[config.mk]
export PLATFORM = sky130hd
export DESIGN_NAME = crc16_checked_frame_receiver
export DESIGN_NICKNAME = d
export VERILOG_FILES = /design/src/hdl/crc16cfr_pkg.sv /design/src/hdl/crc16cfr_front.sv /design/src/hdl/crc16cfr_fifo.sv /design/src/hdl/crc16cfr_back.sv /design/src/hdl/crc16_checked_frame_receiver.sv
export SDC_FILE = /design/constraint.sdc
export NUM_CORES = 1
export LEC_CHECK = 0
export BUFFER_PORTS_ARGS = -buffer_cell sky130_fd_sc_hd__buf_2
export CAP_MARGIN = 20
export CORE_MARGIN = 4
export CORE_UTILIZATION = 46
export CTS_CLUSTER_DIAMETER = 100
export DETAILED_ROUTE_END_ITERATION = 8
export SYNTH_ARGS = -nofsm -noshare
export SYNTH_HDL_FRONTEND = slang
export SYNTH_HIERARCHICAL = 1
export SYNTH_SLANG_ARGS = --single-unit
export TNS_END_PERCENT = 100
[constraint.sdc]
create_clock -name i_clk -period 15.5 [get_ports i_clk]
set_input_delay 2.325 -clock i_clk [delete_from_list [all_inputs] [get_ports i_clk]]
set_output_delay 2.325 -clock i_clk [all_outputs]
set_load 0.005 [all_outputs]
[src/hdl/crc16cfr_pkg.sv]
`timescale 1ns / 1ps
// ============================================================================
// CRC-16 checked frame receiver package
// Word types, frame layout constants and the reflected CRC-16 byte update.
// ============================================================================
package crc16cfr_pkg;

    localparam int unsigned PAYLOAD_LEN = 18;

    localparam logic [4:0] POS_HEADER0   = 5'd0;
    localparam logic [4:0] POS_PAYLOAD0  = 5'd2;
    localparam logic [4:0] POS_CRC_LOW   = 5'd20;
    localparam logic [4:0] POS_CRC_HIGH  = 5'd21;

    localparam logic [15:0] CRC_INIT = 16'hFFFF;
    localparam logic [15:0] CRC_POLY = 16'hA001;

    typedef logic [PAYLOAD_LEN-1:0][7:0] t_payload;

    // Power-up accepted payload: all zero except the motion and mine selectors.
    localparam t_payload ACC_RESET = {8'd0, 8'd1, 8'd1, {15{8'd0}}};

    typedef struct packed {
        logic [7:0] rx_byte;
        logic       frame_start;
    } t_in_word;

    typedef struct packed {
        logic               frame_ok;
        logic [7:0]         left_switch;
        logic [7:0]         right_switch;
        logic signed [15:0] left_stick_x;
        logic signed [15:0] left_stick_y;
        logic signed [15:0] right_stick_x;
        logic signed [15:0] right_stick_y;
        logic [7:0]         zero_force_flag;
        logic [31:0]        angle_bits;
        logic [7:0]         motion_select;
        logic [7:0]         mine_select;
        logic [7:0]         pose_select;
    } t_out_word;

    // One finished frame as handed from the front to the back.
    typedef struct packed {
        logic     ok;
        t_payload payload;
    } t_frame_rec;

    typedef struct packed {
        logic full;
        logic empty;
    } t_q_stat;

    function automatic logic [15:0] crc_byte(input logic [15:0] crc_in,
                                             input logic [7:0]  data);
        logic [15:0] crc;
        crc = crc_in ^ {8'd0, data};
        for (int k = 0; k < 8; k++) begin
            if (crc[0]) begin
                crc = (crc >> 1) ^ CRC_POLY;
            end else begin
                crc = crc >> 1;
            end
        end
        return crc;
    endfunction

endpackage

[src/hdl/crc16cfr_front.sv]
`timescale 1ns / 1ps
// ============================================================================
// CRC-16 checked frame receiver front end
// Tracks the byte position, runs the CRC, captures payload, emits frames.
// ============================================================================
module crc16cfr_front (
    input  logic                    i_clk,
    input  logic                    i_rst_n,
    input  logic                    i_accept,
    input  crc16cfr_pkg::t_in_word  i_word,
    output logic                    o_rec_push,
    output crc16cfr_pkg::t_frame_rec o_rec
);
    import crc16cfr_pkg::*;

    logic [4:0]  r_pos, n_pos, pos;
    logic [15:0] r_crc, n_crc;
    t_payload    r_pend;
    logic [7:0]  r_crc_low;
    logic [15:0] rx_crc;

    always_comb begin
        pos = i_word.frame_start ? POS_HEADER0 : r_pos;
        if (pos > POS_CRC_HIGH) begin
            pos = POS_HEADER0;
        end
        n_pos  = (pos == POS_CRC_HIGH) ? POS_HEADER0 : pos + 5'd1;
        n_crc  = r_crc;
        if (pos == POS_HEADER0) begin
            n_crc = CRC_INIT;
        end else if (pos >= POS_PAYLOAD0 && pos < POS_CRC_LOW) begin
            n_crc = crc_byte(r_crc, i_word.rx_byte);
        end
        rx_crc      = {i_word.rx_byte, r_crc_low};
        o_rec_push  = i_accept && (pos == POS_CRC_HIGH);
        o_rec.ok      = (rx_crc == r_crc);
        o_rec.payload = r_pend;
    end

    always_ff @(posedge i_clk) begin
        if (!i_rst_n) begin
            r_pos     <= POS_HEADER0;
            r_crc     <= CRC_INIT;
            r_crc_low <= 8'd0;
        end else if (i_accept) begin
            r_pos <= n_pos;
            r_crc <= n_crc;
            if (pos == POS_CRC_LOW) begin
                r_crc_low <= i_word.rx_byte;
            end
        end
    end

    // Payload bytes shift in from the top, so after eighteen of them the
    // first payload byte sits at index zero.
    always_ff @(posedge i_clk) begin
        if (i_accept && pos >= POS_PAYLOAD0 && pos < POS_CRC_LOW) begin
            r_pend <= {i_word.rx_byte, r_pend[PAYLOAD_LEN-1:1]};
        end
    end

endmodule

[src/hdl/crc16cfr_fifo.sv]
`timescale 1ns / 1ps
// ============================================================================
// CRC-16 checked frame receiver frame queue
// Short queue of finished frames between the front and the back end.
// ============================================================================
module crc16cfr_fifo #(
    parameter int unsigned DEPTH = 2
) (
    input  logic                     i_clk,
    input  logic                     i_rst_n,
    input  logic                     i_push,
    input  crc16cfr_pkg::t_frame_rec i_rec,
    input  logic                     i_pop,
    output crc16cfr_pkg::t_frame_rec o_rec,
    output crc16cfr_pkg::t_q_stat    o_stat
);
    import crc16cfr_pkg::*;

    localparam int unsigned PTR_W = (DEPTH > 1) ? $clog2(DEPTH) : 1;
    localparam int unsigned CNT_W = $clog2(DEPTH + 1);
    localparam logic [PTR_W-1:0] LAST_PTR = PTR_W'(DEPTH - 1);

    t_frame_rec       r_mem [DEPTH];
    logic [PTR_W-1:0] r_wr_ptr, r_rd_ptr;
    logic [CNT_W-1:0] r_count;
    logic             do_push, do_pop;

    always_comb begin
        o_stat.full  = (r_count == CNT_W'(DEPTH));
        o_stat.empty = (r_count == '0);
        do_push = i_push && !o_stat.full;
        do_pop  = i_pop && !o_stat.empty;
        o_rec   = r_mem[r_rd_ptr];
    end

    always_ff @(posedge i_clk) begin
        if (!i_rst_n) begin
            r_wr_ptr <= '0;
            r_rd_ptr <= '0;
            r_count  <= '0;
        end else begin
            if (do_push) begin
                r_wr_ptr <= (r_wr_ptr == LAST_PTR) ? '0 : r_wr_ptr + PTR_W'(1);
            end
            if (do_pop) begin
                r_rd_ptr <= (r_rd_ptr == LAST_PTR) ? '0 : r_rd_ptr + PTR_W'(1);
            end
            if (do_push && !do_pop) begin
                r_count <= r_count + CNT_W'(1);
            end else if (do_pop && !do_push) begin
                r_count <= r_count - CNT_W'(1);
            end
        end
    end

    always_ff @(posedge i_clk) begin
        if (do_push) begin
            r_mem[r_wr_ptr] <= i_rec;
        end
    end

endmodule

[src/hdl/crc16cfr_back.sv]
`timescale 1ns / 1ps
// ============================================================================
// CRC-16 checked frame receiver back end
// Updates the accepted payload on good frames and holds the result word.
// ============================================================================
module crc16cfr_back (
    input  logic                     i_clk,
    input  logic                     i_rst_n,
    input  crc16cfr_pkg::t_frame_rec i_rec,
    input  crc16cfr_pkg::t_q_stat    i_q_stat,
    output logic                     o_q_pop,
    input  logic                     i_pop,
    output logic                     o_empty,
    output crc16cfr_pkg::t_out_word  o_word
);
    import crc16cfr_pkg::*;

    t_payload  r_acc, n_acc;
    logic      r_valid;
    t_out_word r_out, n_out;

    always_comb begin
        o_q_pop = !i_q_stat.empty && (!r_valid || i_pop);
        n_acc   = i_rec.ok ? i_rec.payload : r_acc;

        n_out.frame_ok        = i_rec.ok;
        n_out.left_switch     = n_acc[0];
        n_out.right_switch    = n_acc[1];
        n_out.left_stick_x    = $signed({n_acc[3], n_acc[2]});
        n_out.left_stick_y    = $signed({n_acc[5], n_acc[4]});
        n_out.right_stick_x   = $signed({n_acc[7], n_acc[6]});
        n_out.right_stick_y   = $signed({n_acc[9], n_acc[8]});
        n_out.zero_force_flag = n_acc[10];
        n_out.angle_bits      = {n_acc[14], n_acc[13], n_acc[12], n_acc[11]};
        n_out.motion_select   = n_acc[15];
        n_out.mine_select     = n_acc[16];
        n_out.pose_select     = n_acc[17];

        o_empty = !r_valid;
        o_word  = r_out;
    end

    always_ff @(posedge i_clk) begin
        if (!i_rst_n) begin
            r_valid <= 1'b0;
            r_acc   <= ACC_RESET;
        end else begin
            if (o_q_pop) begin
                r_valid <= 1'b1;
                r_acc   <= n_acc;
            end else if (i_pop) begin
                r_valid <= 1'b0;
            end
        end
    end

    always_ff @(posedge i_clk) begin
        if (o_q_pop) begin
            r_out <= n_out;
        end
    end

endmodule

[src/hdl/crc16_checked_frame_receiver.sv]
`timescale 1ns / 1ps
// ============================================================================
// CRC-16 checked frame receiver
// Deframes 22-byte frames, checks the CRC-16 and reports the accepted payload.
// ============================================================================
// Throughput: one byte word per cycle, sustained, while the frame queue has room.
// On its last byte a frame is queued, then loaded into the free output register.
// The rate is set by the combinational, eight-step CRC update in the front end.
// Reset is synchronous, active low; it clears position, CRC, queue and result,
// and loads the accepted payload with zeros and the motion and mine bytes at one.
module crc16_checked_frame_receiver #(
    parameter int unsigned QUEUE_DEPTH = 2
) (
    input  logic                    i_clk,
    input  logic                    i_rst_n,
    input  logic                    push,
    output logic                    full,
    input  crc16cfr_pkg::t_in_word  i_in_word,
    output logic                    empty,
    input  logic                    pop,
    output crc16cfr_pkg::t_out_word o_out_word
);
    import crc16cfr_pkg::*;

    logic       accept;
    logic       rec_push;
    t_frame_rec front_rec;
    t_frame_rec queue_rec;
    t_q_stat    q_stat;
    logic       q_pop;

    // The input side stalls only when the frame queue is full. Most bytes
    // would never need a slot, but holding them all keeps the position
    // counter simple and a frame-end byte never finds the queue without room.
    assign full   = q_stat.full;
    assign accept = push && !full;

    // The front end follows the byte position in the frame, runs the CRC
    // over the payload bytes and captures them, and on the last byte of a
    // frame pushes one record with the check result into the queue.
    crc16cfr_front u_front (
        .i_clk      (i_clk),
        .i_rst_n    (i_rst_n),
        .i_accept   (accept),
        .i_word     (i_in_word),
        .o_rec_push (rec_push),
        .o_rec      (front_rec)
    );

    // A short queue lets the back end stall on the result side while bytes
    // of the next frame keep arriving.
    crc16cfr_fifo #(
        .DEPTH (QUEUE_DEPTH)
    ) u_fifo (
        .i_clk   (i_clk),
        .i_rst_n (i_rst_n),
        .i_push  (rec_push),
        .i_rec   (front_rec),
        .i_pop   (q_pop),
        .o_rec   (queue_rec),
        .o_stat  (q_stat)
    );

    // The back end latches the payload of good frames into the accepted set
    // and builds the result word in its output register.
    crc16cfr_back u_back (
        .i_clk    (i_clk),
        .i_rst_n  (i_rst_n),
        .i_rec    (queue_rec),
        .i_q_stat (q_stat),
        .o_q_pop  (q_pop),
        .i_pop    (pop),
        .o_empty  (empty),
        .o_word   (o_out_word)
    );

`ifndef SYNTHESIS
    // A finished frame is never pushed into a full queue.
    a_no_overflow: assert property (@(posedge i_clk) disable iff (!i_rst_n)
        rec_push |-> !q_stat.full)
        else $error("frame record pushed into a full queue");

    // Reset leaves no result word waiting.
    a_reset_empty: assert property (@(posedge i_clk)
        !i_rst_n |=> empty)
        else $error("result word present after reset");

    // A queued frame moves into an empty output register in the next cycle.
    a_forward: assert property (@(posedge i_clk) disable iff (!i_rst_n)
        (!q_stat.empty && empty) |=> !empty)
        else $error("queued frame did not reach the output register");
`endif

endmodule
==> results.txt, run 1 <==
* Data arrival time of the critical path: around 5.4 ns
- Total congestion overflow: 0
- Slew margin rel.: a little over a quarter
* Max H-tree Level: 3
* Status: completed
- TritonCTS built the clock tree.
* Proportion of layout cells with a drive suffix above 1: 35.0%
- In the final routed layout, each cell accounts on average for 20.8 um.
- The signal on the critical path passes through buf_2 > or3b_1 > inv_1 > ha_1 > and3_1 > inv_1 > nor3_4 > buf_4 > buf_4 > buf_16.
- Worst path slowest cell: buf_4
* Max-cap violation count: 0
- Worst Setup SP: i_in_word[0]
- Remaining antenna violation count: 0
* Count of flip-flops with a built-in enable after synthesis: 579
- Relative to the synthesized area, the layout overhead comes to 13.5%.
* Area fraction of the dominant cell type after synthesis: 62.0%
- VDD IR max: 0.0803 mV
- Routed Wire Length: slightly above 50 mm
- Maximum clock skew at final layout: 0.0323 ns
- Effective utilization at floorplan: 46.5%
* Pre-Repair DR Iteration Count: 5
* Antenna violations before repair: 1
- Start point of the worst min-delay path: u_front/o_rec[3]$_DFFE_PP_
- Worst Path Buf+Inv: 6
* Sinks on the clock net: 758
- Transition time at the pin with the least slew margin: 1.11 ns
- In this run the count of I/O pins placed on the die edge is 160.
- The cell count after synthesis came out at 1459.
- Minimum period implied by the final worst setup slack: between 5 and 6 ns
* Final RePlAce weighted congestion: around 0.76
- Global routing used 15.7% of the available tracks across all layers.
* Critical path required time: 15.77 ns
- In the post-route analysis, the smallest setup slack over all paths is about 10 ns.
- Summed over all failing endpoints, the final setup total negative slack is 0 ns.
- Synthesis produced a netlist with a net count of 1477.
* Floorplan die area: 0.0650 mm2
- PwrDens: between 100 and 150 mW/mm2
* Crit Reg-Reg Startpoint: u_front/r_pos[1]$_SDFFE_PN0P_
- Of all nets on the critical path, the largest fanout is 70.
- Internal power: 3250 uW
- Wire length of the first global-routing pass: 79.6 mm
- The cell family contributing the most delay on the critical path is buffers and inverters.
- Switching share of power: 19.4%
* Final antenna diode count: 0
- Synthesis inferred 758 register bits.
* Clk network pwr share: between 40% and 50%
- Post-synth top flop: edfxtp_1
* Cell area after synthesis: around 0.028 mm2
* Library cell occupying the most area in the post-synthesis netlist: edfxtp_1
- The final count of hold timing violations came to 0.
- Sequential elements use 74.8% of the synthesized area.
* Max stage delay on crit path: 0.77 ns
* Crit start category: input pin
- Commonest cells after routing, fill and taps aside: 579 x edfxtp_1, 178 x dfxtp_1, 168 x mux2_2
* Switching Power: 783 uW
- In this run, distinct cell masters in the synthesized netlist total between 50 and 60.
- Per report_power, the sequential group accounts for 54.2% of the total.
- The min-delay analysis places its worst path in the category flip-flop to flip-flop.
- Kind of critical path: input pin to flip-flop
- Timing would allow up to slightly below 200 MHz.
- Setup crit end kind: flip-flop
- Each instance of the synthesized netlist takes up on average just under 20 um2.
- Via density: about 5.4
* Combinational share of power: 1.5%
* Post-synthesis async set-or-reset flop share: 0%
* Leakage component of the power: 0.0110 uW
- In this run the core area contains 90 standard-cell rows.
- During synthesis, Yosys emitted a total of 6 warnings.
- Port buffering added 159 buffers.
* Number of global-route vias before repair: 13.6k
* Final period util: 33.0%
- Cts repair resizes: 0
* Layout fillers: 4817
* Sum of net half-perimeters after detailed placement: ~29 mm
- Number of buffers added by the clock tree synthesis step: 76
- The total area inside the core boundary comes to 0.0604 mm2.
* DRT iter0 DRCs: 891
- Width of the die: roughly 250 um
- The number of setup buffers added after CTS is 0.
- For this run, design rule violations remaining after detail routing come to 0.
* Cell at the root of the clock tree: clkbuf_16
* Die outline height: 255 um
- Setup violations remaining at the end of the flow were counted as 0.
- The count of pins over their slew limit came to 0.
- Maximum number of pins on one net before global-route repair: ~100
* Vias: 13.3k
- The clock passes through at most 3 buffers.
- After clock tree synthesis, the clock-pin slew on the worst setup and hold paths is 0.06 ns.
- After synthesis, the cell types taking the most area are edfxtp_1 62%, dfxtp_1 13%, mux2_2 6.8%.
- After the last flow step, the layout net total stands at 1640.
* Unrepaired setup endpoints after global routing: false
- For this design, the CTS-stage hold fixing added 0 buffers.
- Most common cell after layout, fill and taps aside: edfxtp_1
- Placed cells: 2324
- Placement-stage worst setup slack: 9.47 ns
- The finished layout holds 2467 standard cells, fillers aside.
- The later pin in the worst-skew pair is clocked with a latency of 0.62 ns.
[worst paths after layout]
path / end / cells past startpoint / slack [ns]
setup reg to reg: u_fifo/r_mem[0][28]$_DFFE_PP_ / 11 / 11.62
setup / recovery: u_fifo/r_mem[0][28]$_DFFE_PP_ / 10 / 10.39
hold / removal: u_fifo/r_mem[0][3]$_DFFE_PP_ / 0 / 0.45
hold reg to reg: u_fifo/r_mem[0][3]$_DFFE_PP_ / 0 / 0.45
[kinds of logic after synthesis]
logic type,Yosys count,synth area share (%)
buf+inv,97,2.47
fa+ha+maj,5,0.223
flops,758,74.8
simple gates,75,1.43
xor+xnor,40,1.41
mux,297,13.5
compound gates,187,6.22
[metal layers]
| metal | up-vias | part of all wire, % | GRT usage (%) | wire length, um |
|---|---|---|---|---|
| met5 | - | 0.025 | 0 | 13 |
| met4 | 2 | 1.7 | 4.63 | 895 |
| met3 | 63 | 4.5 | 3.03 | 2310 |
| met2 | 272 | 47 | 25.1 | 24300 |
| met1 | 6859 | 46 | 22.2 | 23800 |
| li1 | 6134 | - | - | - |
[sequential cells by signal, summed over array words and instances (netlist names), named ones only]
signal	count
u_back/o_word	145
u_back/r_acc	144
u_back/r_valid	1
u_fifo/r_count	2
u_fifo/r_mem	290
u_fifo/r_rd_ptr	1
u_fifo/r_wr_ptr	1
u_front/o_rec	144
u_front/r_crc	16
u_front/r_crc_low	8
u_front/r_pos	5
[power groups by stage]
stage | clock network, uW | logic [uW] | registers, uW
after global placement | 0 | 58.4 | 2230
after floorplan | 0 | 49.0 | 2230
final | 1790 | 59.3 | 2190
after CTS | 1840 | 59.1 | 2190
after global routing | 1930 | 64.6 | 2190
after detailed placement | 0 | 58.8 | 2230
[layout make-up]
| cell class | instances | area [um2] | share of cell area [%] |
|---|---|---|---|
| clock inverters | 34 | 322 | 1.01 |
| repair buffers | 175 | 956 | 3.00 |
| clock buffers | 107 | 2130 | 6.69 |
| inverters | 7 | 31.3 | 0.0983 |
| well taps | 782 | 978 | 3.07 |
| multi-input cells | 604 | 6440 | 20.2 |
| flip-flops and latches | 758 | 21000 | 65.9 |
[metrics by stage]
stage	area [um2]	total power, uW	utilization (%)	hold WS (ns)
6_report	31800	4030	52.7	0.445
3_3_place_gp	29300	2290	48.6	0.427
2_1_floorplan	28100	2270	-	0.421
3_5_place_dp	29300	2290	48.6	0.432
5_1_grt	31800	4180	52.7	0.460
4_1_cts	31800	4080	52.7	0.450
[cell usage after synthesis, drive strengths merged (8+ instances only)]
master  count
edfxtp    579
nor3       10
a32o      142
nand2      13
o21ai      15
nor2b      13
mux2      289
xnor2      31
clkbuf     22
buf        68
nor2       15
dfxtp     179
mux2i       8
Power figures use the tool's default switching activity.
==> run 2, diff against run 1 <==
==> constraint.sdc (replaced) <==
create_clock -name i_clk -period 4.9 [get_ports i_clk]
set_input_delay 0.735 -clock i_clk [delete_from_list [all_inputs] [get_ports i_clk]]
set_output_delay 0.735 -clock i_clk [all_outputs]
set_load 0.005 [all_outputs]
==> results.txt, run 2 (synthesis results as in run 1) <==
- The number of global-route vias before repair came to 13.4k (-1.6%).
- Cell at the root of the clock tree: clkbuf_16
* Wire length of the first global-routing pass: 77.8 mm (-2.3%)
- Hold Path Class: input pin to flip-flop
- Status: completed
* CP max FO: 93 (+33%)
- Worst Hold Slack: 0.388 ns (-0.0570 ns)
* Data arrival time of the critical path: 3.80 ns (-1.58 ns)
- Instance area at placement: 0.0294 mm2 (+0.39%)
- In the layout the commonest cells are 579 x edfxtp_1, 178 x dfxtp_1, 168 x mux2_2.
- The remaining global-route overflow came to 0 (unchanged).
- The worst endpoint required time is 5.17 ns (-10.60 ns).
- Crit start category: flip-flop
- Transition time at the pin with the least slew margin: 1.05 ns (-0.0561 ns)
- The share of layout cells above drive strength 1 is 35.2% (+0.21 points).
* Leakage component of the power: 0.0111 uW (+0.14%)
- The global router's overall resource usage is 15.3% (-0.41 points).
- Final Net Count: 1644 (+0.24%)
* Area Growth Syn to Fin: 13.7%
- The number of I/O pins is 160 (unchanged).
* Die outline height: 255 um (unchanged)
* Sum of net half-perimeters after detailed placement: 28.6 mm (-2.0%)
- The worst-case vdd ir drop is 0.256 mV (+220%).
- The total of endpoints with negative setup slack in the final report was 0 (unchanged).
- The latest clock arrival within the worst-skew pair came to 0.61 ns (about the same).
- The worst setup slack for register-to-register paths is 1.37 ns (-10.25 ns).
- The maximum level of the CTS H-tree came to 3 (unchanged).
- Via density: 5.33 (-1.3%)
- Routed Wire Length: 50.4 mm (-1.9%)
- Vias: 13.2k (-1.1%)
* Slew margin rel.: 29.9% (+3.7 points)
- Number of cell rows: 90 (unchanged)
* Cells along the critical path: or2_1 > a21oi_1 > nand2_1 > inv_1 > ha_1 > nor3_1 > a21oi_1 > o32a_1 > nand2_1 > inv_6 > buf_4
* CORE AREA: 0.0604 mm2 (unchanged)
- By startpoint and endpoint, the worst setup path is classified as flip-flop to flip-flop.
* Cts repair resizes: 0 (unchanged)
* Maximum clock skew at final layout: 0.0170 ns (-0.0153 ns)
- The critical path's largest stage delay was 0.70 ns (-0.07 ns).
- Top reg by flops: u_fifo/r_mem
- Unrepaired setup endpoints after global routing: false
- DRC violation count after routing: 0 (unchanged)
- Floorplan die area: 0.0650 mm2 (unchanged)
- Worst path slowest cell: inv_6
- Effective utilization at floorplan: 46.5% (unchanged)
- Number of buffers added by the clock tree synthesis step: 76 (unchanged)
- Remaining antenna violation count: 0 (unchanged)
* Most common cell after layout, fill and taps aside: edfxtp_1
- The worst setup path is captured at a flip-flop.
* Total count of max-transition violations in the final report: 0 (unchanged)
- The number of non-filler instances in the completed layout came to 2471 (+0.16%).
- The cell area after layout came to 0.0319 mm2 (+0.22%).
- The total chip power came to 12800 uW (+220%).
* Final hold violations: 0 (unchanged)
* Max-cap violation count: 0 (unchanged)
* Total of hold buffers inserted after clock tree synthesis: 0 (unchanged)
- TritonCTS clock tree: yes
- Final RePlAce weighted congestion: 0.744 (-1.7%)
- PwrDens: 400 mW/mm2 (+220%)
- Dividing the final minimum period by the clock period gives 72.0%.
- The clock net sink count is 758 (unchanged).
- The clock period could shrink to 3.53 ns.
- The detailed-router iteration count before antenna repair came to 5 (unchanged).
* DRT iter0 DRCs: 973 (+9.2%)
- Final antenna diode count: 0 (unchanged)
- Sum of negative setup slack: 0 ns (unchanged)
* Cell class contributing the biggest share of worst-path delay: buffers and inverters
- Setup repair bufs after CTS: 0 (unchanged)
* Number of port buffers: 159 (unchanged)
- The number of antenna violations at the first check in global routing came to 0 (-1).
* Width of the die: 255 um (unchanged)
* Max reg flops: 290 (unchanged)
- The detailed-route wire length per cell came to 20.4 um (-2.1%).
* Worst Path Buf+Inv: 3 (-3)
* Placed cells: 2330 (+0.26%)
- The maximum number of pins on one net before global-route repair is 146 (+47%).
- The clock slew at the register clock pins of the worst setup and hold paths is 0.06 ns (about the same).
- Based on the critical path, the design can be clocked at up to 284 MHz.
- The clock tree buffer depth is 3 (unchanged).
-- run 2: stage by stage --
| stage | utilization [%] | worst slack, ns |
|---|---|---|
| 3_3_place_gp | 48.8 | 1.31 |
| 2_1_floorplan | - | -0.585 |
| 6_report | 52.9 | 1.37 |
| 4_1_cts | 52.9 | 1.37 |
| 3_5_place_dp | 48.8 | 1.18 |
| 5_1_grt | 52.9 | 1.13 |
-- run 2: report_power, final --
part           switching, uW  leakage (uW)  internal, uW
registers               29.4       0.00665          6890
logic                    109       0.00320          77.9
clock network           2310       0.00120          3350
-- run 2: area by class of cell --
type                            count  area (um2)
Fill cell                        4825       28500
Sequential cell                   758       21000
Multi-Input combinational cell    604        6460
Clock buffer                      116        2220
Timing Repair Buffer              179         996
Tap cell                          782         978
Clock inverter                     25         244
Inverter                            7        31.3
-- run 2: per-layer routing --
layer	track usage (%)	up-vias	routed length, um
li1	-	6140	-
met1	21.6	6694	23200
met2	24.6	288	24000
met3	2.81	59	2320
met4	4.54	0	867
met5	0	-	0
-- run 2: worst reg2reg max path: cells and delay by family (launching register included) --
| family | cells | cell delay [ns] |
|---|---|---|
| AO/OA/AOI/OAI | 3 | 0.59 |
| adder cells (fa/ha/maj) | 1 | 0.20 |
| AND/OR/NAND/NOR | 4 | 0.68 |
| buffers and inverters | 3 | 1.35 |
| flip-flops | 1 | 0.39 |
-- run 2: path summary, 6_finish.rpt --
| kind | start | to | cells past startpoint |
|---|---|---|---|
| setup reg to reg | u_front/r_pos[3]$_SDFFE_PN0P_ | u_front/o_rec[30]$_DFFE_PP_ | 11 |
| hold / removal | i_in_word[5] | u_front/o_rec[140]$_DFFE_PP_ | 1 |
| setup / recovery | u_front/r_pos[3]$_SDFFE_PN0P_ | u_front/o_rec[30]$_DFFE_PP_ | 11 |
| hold reg to reg | u_front/o_rec[2]$_DFFE_PP_ | u_fifo/r_mem[0][2]$_DFFE_PP_ | 0 |
==> run 3, diff against run 2 <==
--- a/config.mk
+++ b/config.mk
@@ -5,6 +5,7 @@
 export SDC_FILE = /design/constraint.sdc
 export NUM_CORES = 1
 export LEC_CHECK = 0
+export ABC_AREA = 1
 export BUFFER_PORTS_ARGS = -buffer_cell sky130_fd_sc_hd__buf_2
 export CAP_MARGIN = 20
 export CORE_MARGIN = 4
==> constraint.sdc (replaced) <==
create_clock -name i_clk -period 3.4 [get_ports i_clk]
set_input_delay 0.51 -clock i_clk [delete_from_list [all_inputs] [get_ports i_clk]]
set_output_delay 0.51 -clock i_clk [all_outputs]
set_load 0.005 [all_outputs]
==> results.txt, run 3 <==
- The flow ran to the end, and the final reports show no timing, DRC or antenna violations.
- The share of the synthesized area in the top cell type came to 57.4% (-4.6 points).
* Minimum period implied by the final worst setup slack: 2.52 ns (-1.00 ns)
- The number of flip-flops in the largest register was 290 (unchanged).
- CP max FO: 37 (-60%)
- Post-synth top flop: edfxtp_1
* Max stage delay on crit path: 0.38 ns (-0.32 ns)
- Final setup viols: 0 (unchanged)
- Hold Path Class: input pin to flip-flop
- Traced cell by cell, the critical path runs through inv_1 > nor2_4 > nand2_2 > nand2_2 > nand2_2 > inv_2 > nor3_4 > inv_1 > ha_1 > nor2_1 > nand2_1 > nand3_2 > inv_6 > buf_12 > nand4_1 > o21ai_2 > nand2_1.
- The detailed-router iteration count before antenna repair came to 5 (unchanged).
- Most used cell along the critical path: nand2_2
- Number of port buffers: 159 (unchanged)
* Crit start category: flip-flop
- Die outline height: 265 um (+3.8%)
* Yosys warnings: 6 (unchanged)
- In the layout the commonest cells are 820 x nand2_1, 579 x edfxtp_1, 484 x inv_1.
- The layout filler cell count is 5470 (+13%).
* Total I/O pin count: 160 (unchanged)
- The average cell area after synthesis is 11.1 um2 (-42%).
- Compared with the post-synthesis result, the final layout area differs by 14.3%.
- In the post-synthesis netlist, the biggest area contributors are edfxtp_1 57%, dfxtp_1 12%, nand2_1 10%.
* Antenna violations before repair: 0 (unchanged)
- The maximum level of the CTS H-tree was 3 (unchanged).
- The area of the core came to 0.0648 mm2 (+7.4%).
* Most common cell after layout, fill and taps aside: nand2_1
* Cell Count, Final, Fillers Out: 3816 (+54%)
- The via-per-instance ratio came to 4.62 (-13%).
- Net count after synthesis: 2753 (+86%)
- TritonCTS clock tree: yes
* Top reg by flops: u_fifo/r_mem
- Clk_lat worst skew: 0.61 ns (about the same)
- Final RePlAce weighted congestion: 0.785 (+5.6%)
- Setup repair bufs after CTS: 0 (unchanged)
- Sum of net half-perimeters after detailed placement: 34.0 mm (+19%)
- The worst-case vdd ir drop was 0.373 mV (+46%).
* Max Root-Sink Buffers: 3 (unchanged)
- The worst setup path is of the flip-flop to flip-flop kind.
- Remaining antenna violation count: 0 (unchanged)
* Cts repair resizes: 0 (unchanged)
- Wire length per cell: 14.6 um (-29%)
- By count the netlist is led by 821 x nand2_1, 579 x edfxtp_1, 485 x inv_1, 302 x nor2_1, 179 x dfxtp_1.
* Routed Wire Length: 55.5 mm (+10%)
- Number of cell rows: 93 (+3.3%)
- Sum of negative setup slack: 0 ns (unchanged)
- The cell family contributing the most delay on the critical path is buffers and inverters.
* Number of buffers added by the clock tree synthesis step: 77 (+1.3%)
* Total of hold buffers inserted after clock tree synthesis: 0 (unchanged)
* Effective utilization at floorplan: 46.8% (+0.28 points)
* Max-cap violation count: 0 (unchanged)
- Floorplan die area: 0.0701 mm2 (+7.8%)
- The remaining design rule violation count was 0 (unchanged).
* Vias: 17.6k (+34%)
- Register area: 0.0210 mm2 (unchanged)
* Transition time at the pin with the least slew margin: 1.10 ns (+0.0510 ns)
- The global-route wire length before repair was 90.1 mm (+16%).
- The share of layout cells above drive strength 1 came to 16.5% (-19 points).
- Final hold violations: 0 (unchanged)
- Count of flip-flops with a built-in enable after synthesis: 579 (unchanged)
- The post-placement cell area came to 0.0320 mm2 (+8.8%).
- PwrDens: 542 mW/mm2 (+36%)
- Total count of max-transition violations in the final report: 0 (unchanged)
* Data arrival time of the critical path: 3.01 ns (-0.79 ns)
- Total congestion overflow: 0 (unchanged)
* Clock transition at the registers of the reported paths: 0.06 ns (about the same)
- Number of cells produced by synthesis: 2735 (+87%)
* Global-route usage over all layers: 15.7% (+0.40 points)
- STA classifies the critical path endpoint as a flip-flop.
* Worst path slowest cell: inv_6
- Library cell occupying the most area in the post-synthesis netlist: edfxtp_1
- The diode insertion count for antenna repair is 0 (unchanged).
* Post-synthesis async set-or-reset flop share: 0% (unchanged)
- Worst Hold Slack: 0.168 ns (-0.220 ns)
- Placed cells: 3672 (+58%)
- Critical path required time: 3.88 ns (-1.29 ns)
- Number of register bits inferred by synthesis: 758 (unchanged)
- Slew margin rel.: 26.5% (-3.4 points)
- Width of the die: 265 um (+3.8%)
- The part of the Yosys area used for sequential elements was 69.2% (-5.6 points).
- DRT iter0 DRCs: 1079 (+11%)
* Cell at the root of the clock tree: clkbuf_16
* Maximum clock skew at final layout: 0.0240 ns (+0.00697 ns)
- The clock net sink count came to 758 (unchanged).
- Setup repair after global routing left no endpoint under its margin.
- The total chip power is 18800 uW (+47%).
* Final Net Count: 2914 (+77%)
- The cell area after layout came to 0.0346 mm2 (+8.6%).
- The maximum number of pins on one net before global-route repair came to 201 (+38%).
- The maximum clock frequency is 396 MHz (+40%).
- Combined area of the multi-input logic cells: 0.00697 mm2 (+7.9%)
- Worst Path Buf+Inv: 5 (+2)
* Number of global-route vias before repair: 17.5k (+30%)
- Cell area after synthesis: 0.0303 mm2 (+8.0%)
- nand2_1 is the most common cell in the netlist.
- Leakage component of the power: 0.0147 uW (+33%)
* Netlist cell types: 36 (-32%)
- The final worst-path cycle share came to 74.3% (+2.3 points).
==> run 3: changes by cell type after synthesis, moves of 12 or more <==
cell,before,now
a21oi_1,5,17
a32o_1,142,0
buf_4,0,13
inv_1,5,485
mux2_2,169,95
mux2_4,120,50
nand2_1,13,821
nand3_1,5,20
nor2_1,15,302
nor2b_1,12,0
xnor2_1,30,9
==> run 3: worst reg2reg max path: stages (launching register included) <==
cell and delay, ns:
dfxtp_1 0.33, inv_1 0.07, nor2_4 0.10, nand2_2 0.07
nand2_2 0.08, nand2_2 0.09, inv_2 0.10, nor3_4 0.05
inv_1 0.13, ha_1 0.16, nor2_1 0.04, nand2_1 0.07
nand3_2 0.15, inv_6 0.38, buf_12 0.28, nand4_1 0.14
o21ai_2 0.07, nand2_1 0.06
==> run 3: cells by family (layout without fill, tap and decap cells) <==
family                   Yosys count  in the layout  synth area share [%]
AO/OA/AOI/OAI                     51             51                  1.22
XOR/XNOR                          18             18                 0.520
adder cells (fa/ha/maj)            5              5                 0.206
buffers and inverters            589            815                  7.96
flip-flops                       758            758                  69.2
multiplexers                     145            145                  6.01
AND/OR/NAND/NOR                 1169           1169                  14.9
==> run 3: final cells by class <==
cell class	instances	area share [%]
clock inverter	38	1.29
multi-input combinational	1388	20.1
sequential	758	60.5
inverter	490	5.37
timing repair buffer	181	3.33
clock buffer	106	6.24
tap	855	3.09
==> run 3: layer usage <==
layer	vias up	track usage [%]	part of all wire, %
li1	8880	-	-
met1	8372	20.8	46
met2	299	26.5	48
met3	85	3.03	4.4
met4	0	4.48	2.0
met5	-	0	0
==> run 3: report_power, final <==
part           switching (uW)  internal (uW)
Sequential               31.9           9890
Combinational             201           95.0
Clock                    3410           5150
Total                    3650          15100
==> run 3: worst paths after layout <==
| path | startpoint | to | slack (ns) | cells after the start |
|---|---|---|---|---|
| worst min register to register | u_front/o_rec[2]$_DFFE_PP_ | u_fifo/r_mem[1][2]$_DFFE_PP_ | 0.45 | 0 |
| worst min-delay path | i_in_word[4] | u_front/o_rec[139]$_DFFE_PP_ | 0.17 | 1 |
| worst max register to register | u_front/r_pos[1]$_SDFFE_PN0P_ | u_front/r_crc[15]$_SDFFE_PN1P_ | 0.88 | 17 |
| worst max-delay path | u_front/r_pos[1]$_SDFFE_PN0P_ | u_front/r_crc[15]$_SDFFE_PN1P_ | 0.88 | 17 |
==> run 3: stage by stage <==
step / worst slack [ns] / utilization (%)
finish: 0.875 / 53.4
global route: 0.686 / 53.4
CTS: 0.874 / 53.4
detailed placement: 0.560 / 49.4
global placement: 0.667 / 49.4
floorplan: -0.607 / -
